===== config.mk =====
export PLATFORM = sky130hd
export DESIGN_NAME = lsp_ctrl
export DESIGN_NICKNAME = d
export VERILOG_FILES = /design/src/rtl/core/lsp_pkg.sv /design/src/rtl/core/lsp_ctrl.sv
export SDC_FILE = /design/constraint.sdc
export NUM_CORES = 1
export LEC_CHECK = 0
export BUFFER_PORTS_ARGS = -buffer_cell sky130_fd_sc_hd__buf_2
export CAP_MARGIN = 20
export CORE_MARGIN = 3
export CORE_UTILIZATION = 44
export DETAILED_ROUTE_END_ITERATION = 7
export PLACE_DENSITY = 0.81
export SLEW_MARGIN = 20
export SYNTH_ARGS = -nofsm -noshare
export SYNTH_HDL_FRONTEND = slang
export SYNTH_SLANG_ARGS = --single-unit

===== constraint.sdc =====
create_clock -name clock -period 3 [get_ports clock]
set_input_delay 0.3 -clock clock [delete_from_list [all_inputs] [get_ports clock]]
set_output_delay 0.3 -clock clock [all_outputs]
set_load 0.02 [all_outputs]

===== src/rtl/core/lsp_pkg.sv =====
// Shared constants, types and control structs for the linear prime sieve.
`timescale 1ns / 1ps

package lsp_pkg;

   // Sieve sizing
   localparam int MAX_LIMIT   = 65535;
   localparam int PRIME_SLOTS = 8192;

   // Derived widths
   localparam int STORE_DEPTH = MAX_LIMIT + 1;
   localparam int STORE_AW    = $clog2(STORE_DEPTH);
   localparam int LIST_AW     = (PRIME_SLOTS > 1) ? $clog2(PRIME_SLOTS) : 1;
   localparam int COUNT_W     = $clog2(PRIME_SLOTS + 1);
   localparam int PROD_W      = 2 * STORE_AW;

   // Fixed port field widths
   localparam int KIND_W = 2;
   localparam int VAL_W  = 16;

   typedef logic [STORE_AW-1:0] addr_type;
   typedef logic [LIST_AW-1:0]  list_addr_type;
   typedef logic [COUNT_W-1:0]  count_type;
   typedef logic [PROD_W-1:0]   prod_type;
   typedef logic [VAL_W-1:0]    val_type;

   // Request kinds; the unused code is answered with an error
   typedef enum logic [KIND_W-1:0] {
      KIND_BUILD = 2'd0,
      KIND_SPF   = 2'd1,
      KIND_RANK  = 2'd2
   } kind_type;

   typedef enum logic [3:0] {
      ST_IDLE,
      ST_DECODE,
      ST_CLEAR,
      ST_RD_SPF,
      ST_CHK_SPF,
      ST_LOOP_RD,
      ST_LOOP_MUL,
      ST_LOOP_WR,
      ST_NEXT,
      ST_Q_WAIT,
      ST_FINISH
   } state_type;

   // Controller to datapath commands
   typedef struct packed {
      logic load_req;
      logic start_build;
      logic clear_step;
      logic chk_spf;
      logic loop_mul;
      logic mark;
      logic k_adv;
      logic i_adv;
      logic build_done;
      logic q_issue;
      logic q_capture;
      logic out_load;
   } cmd_type;

   // Datapath to controller status
   typedef struct packed {
      kind_type kind;
      logic     err;
      logic     q_small;
      logic     lim_small;
      logic     clear_last;
      logic     k_done;
      logic     prod_over;
      logic     p_is_spf;
      logic     i_last;
      logic     out_free;
   } stat_type;

endpackage


===== src/rtl/core/lsp_ctrl.sv =====
// Sequencer for build sweeps, sieve walk and queries of the linear prime sieve.
`timescale 1ns / 1ps

module lsp_ctrl (
   input  logic              clock,
   input  logic              reset,
   input  logic              req_valid,
   output logic              req_ready,
   input  lsp_pkg::stat_type stat,
   output lsp_pkg::cmd_type  cmd
);

   lsp_pkg::state_type state_ff;
   lsp_pkg::state_type state_in;

   // State register
   always_ff @(posedge clock) begin
      if (reset) begin
         state_ff <= lsp_pkg::ST_IDLE;
      end else begin
         state_ff <= state_in;
      end
   end

   // Next state
   always_comb begin
      state_in = state_ff;
      case (state_ff)
         lsp_pkg::ST_IDLE: begin
            if (req_valid) state_in = lsp_pkg::ST_DECODE;
         end
         lsp_pkg::ST_DECODE: begin
            case (stat.kind)
               lsp_pkg::KIND_BUILD: begin
                  state_in = stat.lim_small ? lsp_pkg::ST_FINISH : lsp_pkg::ST_CLEAR;
               end
               lsp_pkg::KIND_SPF: begin
                  state_in = (stat.err || stat.q_small) ? lsp_pkg::ST_FINISH
                                                        : lsp_pkg::ST_Q_WAIT;
               end
               lsp_pkg::KIND_RANK: begin
                  state_in = stat.err ? lsp_pkg::ST_FINISH : lsp_pkg::ST_Q_WAIT;
               end
               default: begin
                  state_in = lsp_pkg::ST_FINISH;
               end
            endcase
         end
         lsp_pkg::ST_CLEAR: begin
            if (stat.clear_last) state_in = lsp_pkg::ST_RD_SPF;
         end
         lsp_pkg::ST_RD_SPF: begin
            state_in = lsp_pkg::ST_CHK_SPF;
         end
         lsp_pkg::ST_CHK_SPF: begin
            state_in = lsp_pkg::ST_LOOP_RD;
         end
         lsp_pkg::ST_LOOP_RD: begin
            state_in = stat.k_done ? lsp_pkg::ST_NEXT : lsp_pkg::ST_LOOP_MUL;
         end
         lsp_pkg::ST_LOOP_MUL: begin
            state_in = lsp_pkg::ST_LOOP_WR;
         end
         lsp_pkg::ST_LOOP_WR: begin
            state_in = (stat.prod_over || stat.p_is_spf) ? lsp_pkg::ST_NEXT
                                                         : lsp_pkg::ST_LOOP_RD;
         end
         lsp_pkg::ST_NEXT: begin
            state_in = stat.i_last ? lsp_pkg::ST_FINISH : lsp_pkg::ST_RD_SPF;
         end
         lsp_pkg::ST_Q_WAIT: begin
            state_in = lsp_pkg::ST_FINISH;
         end
         lsp_pkg::ST_FINISH: begin
            if (stat.out_free) state_in = lsp_pkg::ST_IDLE;
         end
         default: begin
            state_in = lsp_pkg::ST_IDLE;
         end
      endcase
   end

   // Commands
   always_comb begin
      cmd       = '0;
      req_ready = 1'b0;
      case (state_ff)
         lsp_pkg::ST_IDLE: begin
            req_ready    = 1'b1;
            cmd.load_req = req_valid;
         end
         lsp_pkg::ST_DECODE: begin
            case (stat.kind)
               lsp_pkg::KIND_BUILD: begin
                  cmd.start_build = 1'b1;
                  cmd.build_done  = stat.lim_small;
               end
               lsp_pkg::KIND_SPF: begin
                  cmd.q_issue = !stat.err && !stat.q_small;
               end
               lsp_pkg::KIND_RANK: begin
                  cmd.q_issue = !stat.err;
               end
               default: begin
                  cmd.q_issue = 1'b0;
               end
            endcase
         end
         lsp_pkg::ST_CLEAR: begin
            cmd.clear_step = 1'b1;
         end
         lsp_pkg::ST_CHK_SPF: begin
            cmd.chk_spf = 1'b1;
         end
         lsp_pkg::ST_LOOP_MUL: begin
            cmd.loop_mul = 1'b1;
         end
         lsp_pkg::ST_LOOP_WR: begin
            cmd.mark  = !stat.prod_over;
            cmd.k_adv = !stat.prod_over && !stat.p_is_spf;
         end
         lsp_pkg::ST_NEXT: begin
            cmd.build_done = stat.i_last;
            cmd.i_adv      = !stat.i_last;
         end
         lsp_pkg::ST_Q_WAIT: begin
            cmd.q_capture = 1'b1;
         end
         lsp_pkg::ST_FINISH: begin
            cmd.out_load = stat.out_free;
         end
         default: begin
            cmd = '0;
         end
      endcase
   end

endmodule


Word level (Yosys, flattened, before mapping)
Cells that the tools add are included.

Flip-flop bits (word level): 4. Bits in latches: 0. Bits in writable memories: 0. Memory bits (read-only): 0. Input port bits: 14. Output and inout bits: 13. Word-level logic and storage cells: 54. Memories kept: 0.

$add $sub $neg: 0. Multiply operators: 0. Divide/modulo/power cells: 0. Magnitude comparators: 0. Equality and inequality tests: 15. Shift-type cells: 0. Multiplexer cells: 26. Bitwise operators: 0. Reduce and logical (&&, ||, !) cells: 12.

Operators by type and width (number): $pmux 4 s11 (1); $mux 4 (7); $eq 4x3->1 const B (4); $eq 4x4->1 const B (3); $mux 1 (12); $pmux 4 s3 (1); $eq 4x2->1 const B (2); $mux 2 (3); $ne 2x2->1 const B (3); $logic_not 1->1 (5); $eq 4x1->1 const B (1); $logic_not 4->1 (1); $pmux 1 s2 (2); $reduce_and 3->1 (1); $eq 2x1->1 const B (1); $eq 2x2->1 const B (1); $logic_and 1x1->1 (2); $logic_not 2->1 (1); $logic_or 1x1->1 (2).

Depth between registers and ports, before layout
Gate-level depths: netlist of the first run.

Word-level depth: 4. Gate-level depth with buffers: 6. Gate-level depth less buffers: 6.

Least setup slack after synthesis of the first run
Ideal clock, no wire load.

Kind: register to output. From: reg state_ff[1]. To: out cmd[2] (netlist name). Arrival: 1.411 ns. Required time: 2.700 ns. Setup slack: 1.289 ns. Stages on the path, launching flop included: 5. Path buffers: 1. Cell sequence: dfxtp_1 buf_2 nor2_4 nand2_2 nor4b_1.

RTL lines: start: declaration (line lsp_ctrl.sv:13) `lsp_pkg::state_type state_ff;`; start signal: assignment (line lsp_ctrl.sv:19) `state_ff <= lsp_pkg::ST_IDLE;`; start signal: assignment (line lsp_ctrl.sv:21) `state_ff <= state_in;`; end: declaration (line lsp_ctrl.sv:10) `output lsp_pkg::cmd_type cmd`.

==> results.json, run 1 <==
{
  "outcome": "completed",
  "fin_setup_tns_ns": 0,
  "path_class": "reg2out",
  "slew_violations": 0,
  "tightest_slew_ns": 0.634,
  "required_ns": 2.70,
  "max_freq_mhz": 498,
  "std_cell_rows": 12,
  "postCtsHoldBufs": 0,
  "r2r_end": "state_ff[0]",
  "synth-seq-area-share_pct": 14.0,
  "synth_edf_count": 0,
  "clkSinkCount": 4,
  "worstHoldStart": "reset",
  "setup_viol": 0,
  "cp_cell_sequence": "nor2b_4 -> nand2_2 -> nor4b_1 -> buf_2",
  "hold_violations": 0,
  "diodes": 0,
  "period_share_pct": 66.9,
  "cts_buffers": 3,
  "r2r_start": "state_ff[3]",
  "cts_max_level": 1,
  "relSlewSlack_pct": 57.6,
  "rsz0062_at_grt": "false",
  "final.min_clock_period_ns": 2.01,
  "path_clk_slew_ns": 0.04,
  "layout.nets": 117,
  "grt_max_degree": 20,
  "overflow": 0,
  "start_util_pct": 49.5,
  "stdcell_count": 111,
  "syn_area_um2": 572,
  "ys.flop_type": "dfxtp_1",
  "reg2reg_depth": 4,
  "critical_path.top_delay_family": "flip-flops",
  "largestRegisters": "state_ff (4)",
  "core_area_mm2": 0.00116,
  "finalClockSkew_ns": 0.00257,
  "power.leakage_uw": 0.000325,
  "ctsResizeCount": 0,
  "reg2reg_setup_slack_ns": 1.29,
  "synth_cells": 75,
  "drtIter0Drc": 8,
  "synth_largest_area_cell": "dfxtp_1",
  "peakVddDrop_mv": 0.431,
  "cp_slowest_stage_delay_ns": 0.65,
  "cts_root_buffer": "clkbuf_4",
  "firstDrtPassIters": 4,
  "yosysTopAreaCellShare_pct": 14.0,
  "clock_latency_ns": 0.23,
  "hp-class": "in2reg",
  "grt_pass1_vias": 535,
  "top_register": "state_ff",
  "cts_setup_buffers": 0,
  "hold_ws_ns": 0.329,
  "cp-end-kind": "output port",
  "avgSynthCellArea_um2": 7.62,
  "synthTopCellsByArea": "dfxtp_1 14%, ha_1 8.8%, nor3_1 7.0%, nor4_1 5.5%, nor4b_1 4.6%",
  "dp.final_hpwl_mm": 1.09,
  "cap_violations": 0,
  "die_area_mm2": 0.00177,
  "hold_depth": 2,
  "die_w_um": 42.1,
  "post-place-cells": 108,
  "power_density_mw_per_mm2": 766,
  "yosys_warnings": 0,
  "area_delta_synth_final_pct": 22.3,
  "crit_buf_inv": 1,
  "ant_nets": 0,
  "avgRoutedWirePerCell_um": 12.5,
  "final_util_pct": 60.5,
  "ys_types": 37,
  "cp_slowest_cell": "dfxtp_1",
  "boundaryPins": 27,
  "port-buffer-count": 26,
  "synth_fp_nets": 93,
  "worstHoldEndpoint": "state_ff[1]",
  "via_count": 639,
  "grt_pass1_wl_mm": 2.19,
  "layout-drive-gt1-share_pct": 36.1,
  "track_usage_pct": 15.2,
  "gp_congestion": 0.810,
  "antenna_found_initial": 0,
  "async_reset_ff_share_pct": 0,
  "critPathMaxFanout": 18,
  "start_kind": "register",
  "largest_reg_flops": 4,
  "dieHeight_um": 42.1,
  "worstPathArrival_ns": 1.71,
  "ys_seq_elements": 4,
  "clk_path_buf_depth": 2,
  "drc": 0,
  "yosysMostFrequentCell": "nor3_1",
  "cts_tree": "yes",
  "ys_top_cells_by_count": "8 x nor3_1, 5 x a21oi_1, 5 x nor4_1",
  "wl_mm": 1.39,
  "avgViaCountPerCell": 5.76
}
through the flow:
| stage | worst slack (ns) | total power (uW) | cell area, um^2 |
|---|---|---|---|
| 2_1_floorplan | 1.29 | 415 | 572 |
| 6_report | 0.994 | 536 | 699 |
| 3_3_place_gp | 1.30 | 461 | 677 |
| 4_1_cts | 1.02 | 539 | 699 |
| 3_5_place_dp | 1.28 | 471 | 677 |
| 5_1_grt | 0.814 | 585 | 699 |
layer usage:
| metal | vias to the layer above | global-route usage [%] | wire length (um) |
|---|---|---|---|
| li1 | 331 | - | - |
| met1 | 292 | 19.5 | 650 |
| met2 | 16 | 25.6 | 664 |
| met3 | 0 | 2.15 | 74 |
| met4 | 0 | 5.59 | 0 |
| met5 | - | 0 | 0 |
how the worst max path moves through the flow:
stage / from / endpoint / slack, ns / cells after the start
final: state_ff[0] / cmd[2] / 0.99 / 4
after global routing: state_ff[0] / cmd[2] / 0.81 / 4
after CTS: state_ff[0] / cmd[2] / 1.02 / 4
after detailed placement: state_ff[0] / cmd[2] / 1.28 / 4
after global placement: state_ff[0] / cmd[2] / 1.30 / 4
after floorplan: state_ff[1] / cmd[2] / 1.29 / 4
power by group:
| part | switching (uW) | internal [uW] | leakage (uW) |
|---|---|---|---|
| sequential | 79.1 | 73.9 | 0.0000329 |
| combinational | 176 | 143 | 0.000279 |
| clock | 19.6 | 44.6 | 0.0000138 |
cell families (layout without fill, tap and decap cells):
logic type	after synthesis	in the layout	synth area share [%]
DFF	4	4	14.0
and+or+nand+nor	40	40	44.9
muxes	1	1	1.97
AOI/OAI and AO/OA	16	16	21.0
adders and majority gates	4	4	8.75
buffers and inverters	10	32	9.41
worst register-to-register path, cell delays in order (launching register included):
cell and delay, ns:
dfxtp_1 0.72, nand2_1 0.13, nor4b_2 0.20, a2111oi_2 0.39
o41a_2 0.22
layout make-up:
class                   instances  area, um^2
flip-flops and latches          4        80.1
clock buffers                   3        22.5
fillers                       105         457
inverters                       3        11.3
multi-input cells              61         438
well taps                      14        17.5
repair buffers                 26         130
cells in the final DEF (no fill, tap or decap), types with 2 or more instances in the layout:
cell       n
nor3_1     8
nor2_1     4
and3_1     3
nor4_1     5
nor4b_1    3
dfxtp_1    4
nand2_1    2
nor2b_1    3
clkbuf_4   3
inv_1      3
a21oi_1    5
ha_1       4
buf_2     26
(Power assumes the default switching activity.)
==> inputs of run 2 (changes only) <==
Clock period 3 ns to 2.1 ns, I/O delays scaled along.
==> results.json, run 2 (same netlist as run 1, synthesis figures left out) <==
{
  "outcome": "completed",
  "area_delta_synth_final_pct": 23.6,
  "grt_max_degree": 20,
  "std_cell_rows": 12,
  "cts_max_level": 1,
  "max_freq_mhz": 571,
  "final_cell_mix": "26 x buf_2, 8 x nor3_1, 5 x nor4_1, 5 x a21oi_1",
  "clk_path_buf_depth": 2,
  "hold_violations": 0,
  "cts_tree": "yes",
  "dp.final_hpwl_mm": 1.13,
  "layout_commonest_cell": "buf_2",
  "avgViaCountPerCell": 5.63,
  "firstDrtPassIters": 4,
  "grt_pass1_vias": 547,
  "period_share_pct": 83.4,
  "drc": 0,
  "track_usage_pct": 17.1,
  "worstPathArrival_ns": 1.54,
  "tightest_slew_ns": 0.638,
  "critPathMaxFanout": 12,
  "fillers": 111,
  "peakVddDrop_mv": 0.597,
  "top_register": "state_ff",
  "required_ns": 1.89,
  "clock_latency_ns": 0.25,
  "fin_setup_tns_ns": 0,
  "hold_ws_ns": 0.227,
  "cts_setup_buffers": 0,
  "final.min_clock_period_ns": 1.75,
  "gp_congestion": 0.766,
  "largest_reg_flops": 4,
  "wl_mm": 1.50,
  "postCtsHoldBufs": 0,
  "boundaryPins": 27,
  "path_clk_slew_ns": 0.05,
  "cp_slowest_stage_delay_ns": 0.42,
  "ctsResizeCount": 0,
  "die_area_mm2": 0.00177,
  "start_util_pct": 49.5,
  "clkSinkCount": 4,
  "hp-class": "in2reg",
  "dieHeight_um": 42.1,
  "power.leakage_uw": 0.000331,
  "layout.nets": 118,
  "diodes": 0,
  "cap_violations": 0,
  "path_class": "reg2out",
  "largestRegisters": "state_ff (4)",
  "setup_viol": 0,
  "slew_violations": 0,
  "finalClockSkew_ns": 0.0135,
  "power_density_mw_per_mm2": 1120,
  "antenna_found_initial": 0,
  "core_area_mm2": 0.00116,
  "cp_cell_sequence": "or2_1 -> nor3_1 -> and2_1 -> buf_2",
  "die_w_um": 42.1,
  "ant_nets": 0,
  "relSlewSlack_pct": 57.4,
  "drtIter0Drc": 6,
  "cp-end-kind": "output port",
  "start_kind": "register",
  "cts_buffers": 3,
  "port-buffer-count": 26,
  "avgRoutedWirePerCell_um": 13.4,
  "overflow": 0,
  "rsz0062_at_grt": "false",
  "cp_slowest_cell": "dfxtp_1",
  "via_count": 631,
  "layout-drive-gt1-share_pct": 36.7,
  "cts_root_buffer": "clkbuf_4",
  "grt_pass1_wl_mm": 2.39
}
run 2: routing by layer:
metal	vias up	GRT usage, %	routed length [um]
met5	-	0	0
met2	21	27.8	718
met4	0	3.73	13
li1	331	-	-
met1	277	22.3	672
met3	2	5.15	93
run 2: worst paths after layout:
check | depth (start not counted) | startpoint | slack [ns] | to
max | 4 | state_ff[1] | 0.35 | cmd[4]
min | 2 | reset | 0.23 | state_ff[2]
max reg2reg | 4 | state_ff[3] | 0.47 | state_ff[0]
min reg2reg | 2 | state_ff[1] | 0.73 | state_ff[2]
run 2: area by class of cell:
cell class	count	area, um^2	share of cell area (%)
multi-input cells	61	438	61.9
clock buffers	3	22.5	3.19
inverters	3	11.3	1.59
well taps	14	17.5	2.48
repair buffers	27	138	19.5
flip-flops and latches	4	80.1	11.3
run 2: metrics by stage:
step	std cells	utilization (%)	instance area [um^2]	power (uW)	setup slack, ns
6_report	112	61.1	707	789	0.349
2_1_floorplan	75	-	572	593	0.479
5_1_grt	112	61.1	707	857	0.229
3_3_place_gp	109	59.2	684	673	0.553
4_1_cts	112	61.1	707	792	0.348
3_5_place_dp	109	59.2	684	686	0.472
run 2: critical path: cells and delay by family, from the launching register on:
kind          cells  cell delay, ns
buf+inv           1            0.16
flops             1            0.42
simple gates      3            0.73
run 2: where the power goes:
part,switching (uW),internal [uW]
combinational,285,214
clock,36.9,64.3
sequential,83.4,106
total,405,384
==> inputs of run 3 (changes only) <==
Settings changed: ABC_AREA set to 1, CORE_AREA set to 3 3 40 42, CORE_MARGIN 3 to not set, CORE_UTILIZATION 44 to not set, DIE_AREA set to 0 0 43 45, PLACE_DENSITY 0.81 to 0.77.
Clock period 2.1 ns to 1.8 ns, I/O delays scaled along.
==> results.json, run 3 <==
{
  "cp_num_cells": 6,
  "synth-simple-area-share_pct": 54.9,
  "ant_nets": 0,
  "ys_types": 17,
  "start_kind": "register",
  "max_freq_mhz": 644,
  "area_delta_synth_final_pct": 31.7,
  "grt_max_degree": 7,
  "cp_slowest_cell": "dfxtp_1",
  "crit_buf_inv": 3,
  "clock_latency_ns": 0.24,
  "regArea_um2": 80.1,
  "layout_commonest_cell": "nand2_1",
  "cts_max_level": 1,
  "dp.final_hpwl_mm": 1.24,
  "track_usage_pct": 15.9,
  "antenna_found_initial": 0,
  "drtIter0Drc": 16,
  "ys_seq_elements": 4,
  "grt_pass1_vias": 613,
  "power.leakage_uw": 0.000442,
  "firstDrtPassIters": 5,
  "die_w_um": 43,
  "worstPathArrival_ns": 1.37,
  "critPathMaxFanout": 5,
  "critical_path.top_delay_family": "buffers and inverters",
  "final_cell_mix": "28 x nand2_1, 26 x buf_2, 15 x nor2_1, 15 x inv_1, 7 x nor2_2",
  "avgViaCountPerCell": 4.82,
  "peakVddDrop_mv": 0.662,
  "cts_root_buffer": "clkbuf_4",
  "period_share_pct": 86.3,
  "relSlewSlack_pct": 83.7,
  "cp-end-kind": "output port",
  "cap_violations": 0,
  "rsz0062_at_grt": "false",
  "clkSinkCount": 4,
  "hp-class": "in2reg",
  "diodes": 0,
  "reg2reg_depth": 7,
  "slew_violations": 0,
  "path_clk_slew_ns": 0.04,
  "placed_area_um2": 689,
  "yosys_warnings": 0,
  "required_ns": 1.62,
  "layout-drive-gt1-share_pct": 34.1,
  "largest_reg_flops": 4,
  "yosysMostFrequentCell": "nand2_1",
  "via_count": 694,
  "dieHeight_um": 45,
  "clk_path_buf_depth": 2,
  "finalClockSkew_ns": 0.00579,
  "avgSynthCellArea_um2": 5.41,
  "async_reset_ff_share_pct": 0,
  "core_area_mm2": 0.00128,
  "cp_cell_sequence": "inv_2 -> nand2_1 -> nor2_2 -> inv_1 -> o22ai_1 -> buf_2",
  "largestRegisters": "state_ff (4)",
  "path_class": "reg2out",
  "overflow": 0,
  "synthTopCellsByArea": "nand2_1 19%, dfxtp_1 15%, inv_1 10%, nor2_1 10%, ha_1 9.3%",
  "fin_setup_tns_ns": 0,
  "setup_viol": 0,
  "tightest_slew_ns": 0.245,
  "synth_adder_area_share_pct": 9.26,
  "ctsResizeCount": 0,
  "boundaryPins": 27,
  "top_register": "state_ff",
  "multi_input_area_um2": 385,
  "design_area_um2": 712,
  "power_density_mw_per_mm2": 1170,
  "port-buffer-count": 26,
  "wl_mm": 1.42,
  "ys.flop_type": "dfxtp_1",
  "cts_setup_buffers": 0,
  "ys_top_cells_by_count": "28 x nand2_1, 15 x inv_1, 15 x nor2_1",
  "syn_area_um2": 541,
  "die_area_mm2": 0.00194,
  "cp_slowest_stage_delay_ns": 0.36,
  "synth_edf_count": 0,
  "outcome": "completed",
  "drc": 0,
  "synth_top_family_by_area": "simple AND/OR/NAND/NOR gates",
  "yosysTopAreaCellShare_pct": 19.4,
  "synth_compound_area_share_pct": 7.18,
  "synth_fp_nets": 118,
  "final.min_clock_period_ns": 1.55,
  "avgRoutedWirePerCell_um": 9.89,
  "hold_violations": 0,
  "layout.nets": 149,
  "gp_congestion": 0.862,
  "postCtsHoldBufs": 0,
  "synth-seq-area-share_pct": 14.8,
  "synth_largest_area_cell": "nand2_1",
  "muxShareOfSynthArea_pct": 0,
  "fillers": 138,
  "std_cell_rows": 13,
  "start_util_pct": 42.1,
  "cts_buffers": 3,
  "cts_tree": "yes",
  "grt_pass1_wl_mm": 2.33,
  "hold_depth": 2,
  "synthXorXnorAreaFrac_pct": 0,
  "synth_cells": 100
}
[run 3: per-layer routing]
| metal | up-vias | GRT usage (%) | share of wire (%) |
|---|---|---|---|
| met4 | 0 | 7.23 | 0.98 |
| met2 | 33 | 28.1 | 47 |
| met3 | 2 | 3.98 | 9.8 |
| met5 | - | 0 | 0 |
| met1 | 294 | 18.0 | 43 |
| li1 | 365 | - | - |
[run 3: path summary, 6_finish.rpt]
| kind | slack [ns] | startpoint | endpoint |
|---|---|---|---|
| max | 0.25 | state_ff[3] | cmd[3] |
| max reg2reg | 0.57 | state_ff[1] | state_ff[1] |
| min reg2reg | 0.68 | state_ff[2] | state_ff[3] |
| min | 0.16 | reset | state_ff[0] |
[run 3: cells by family after synthesis]
| group | after synthesis |
|---|---|
| buffers and inverters | 20 |
| flip-flops | 4 |
| adder cells (fa/ha/maj) | 4 |
| AND/OR/NAND/NOR | 65 |
| AO/OA/AOI/OAI | 7 |
[run 3: cell type report]
type / instances / share of cell area, %
multi-input combinational: 76 / 54.1
timing repair buffer: 26 / 18.3
sequential: 4 / 11.2
inverter: 20 / 10.5
clock buffer: 3 / 3.16
tap: 15 / 2.64
[run 3: where the power goes]
part / internal [uW] / switching (uW) / leakage [uW]
registers: 118 / 49.6 / 0.0000327
clock network: 74.6 / 37.9 / 0.0000138
logic: 186 / 364 / 0.000395
[run 3: stage by stage]
| step | std cells | util [%] | total power [uW] | hold WS, ns | worst slack (ns) |
|---|---|---|---|---|---|
| finish | 144 | 55.4 | 830 | 0.163 | 0.246 |
| floorplan | 100 | - | 570 | 0.247 | 0.568 |
| detailed placement | 141 | 53.7 | 713 | 0.405 | 0.533 |
| global placement | 141 | 53.7 | 704 | 0.400 | 0.546 |
| global route | 144 | 55.4 | 904 | 0.159 | 0.139 |
| CTS | 144 | 55.4 | 826 | 0.165 | 0.273 |
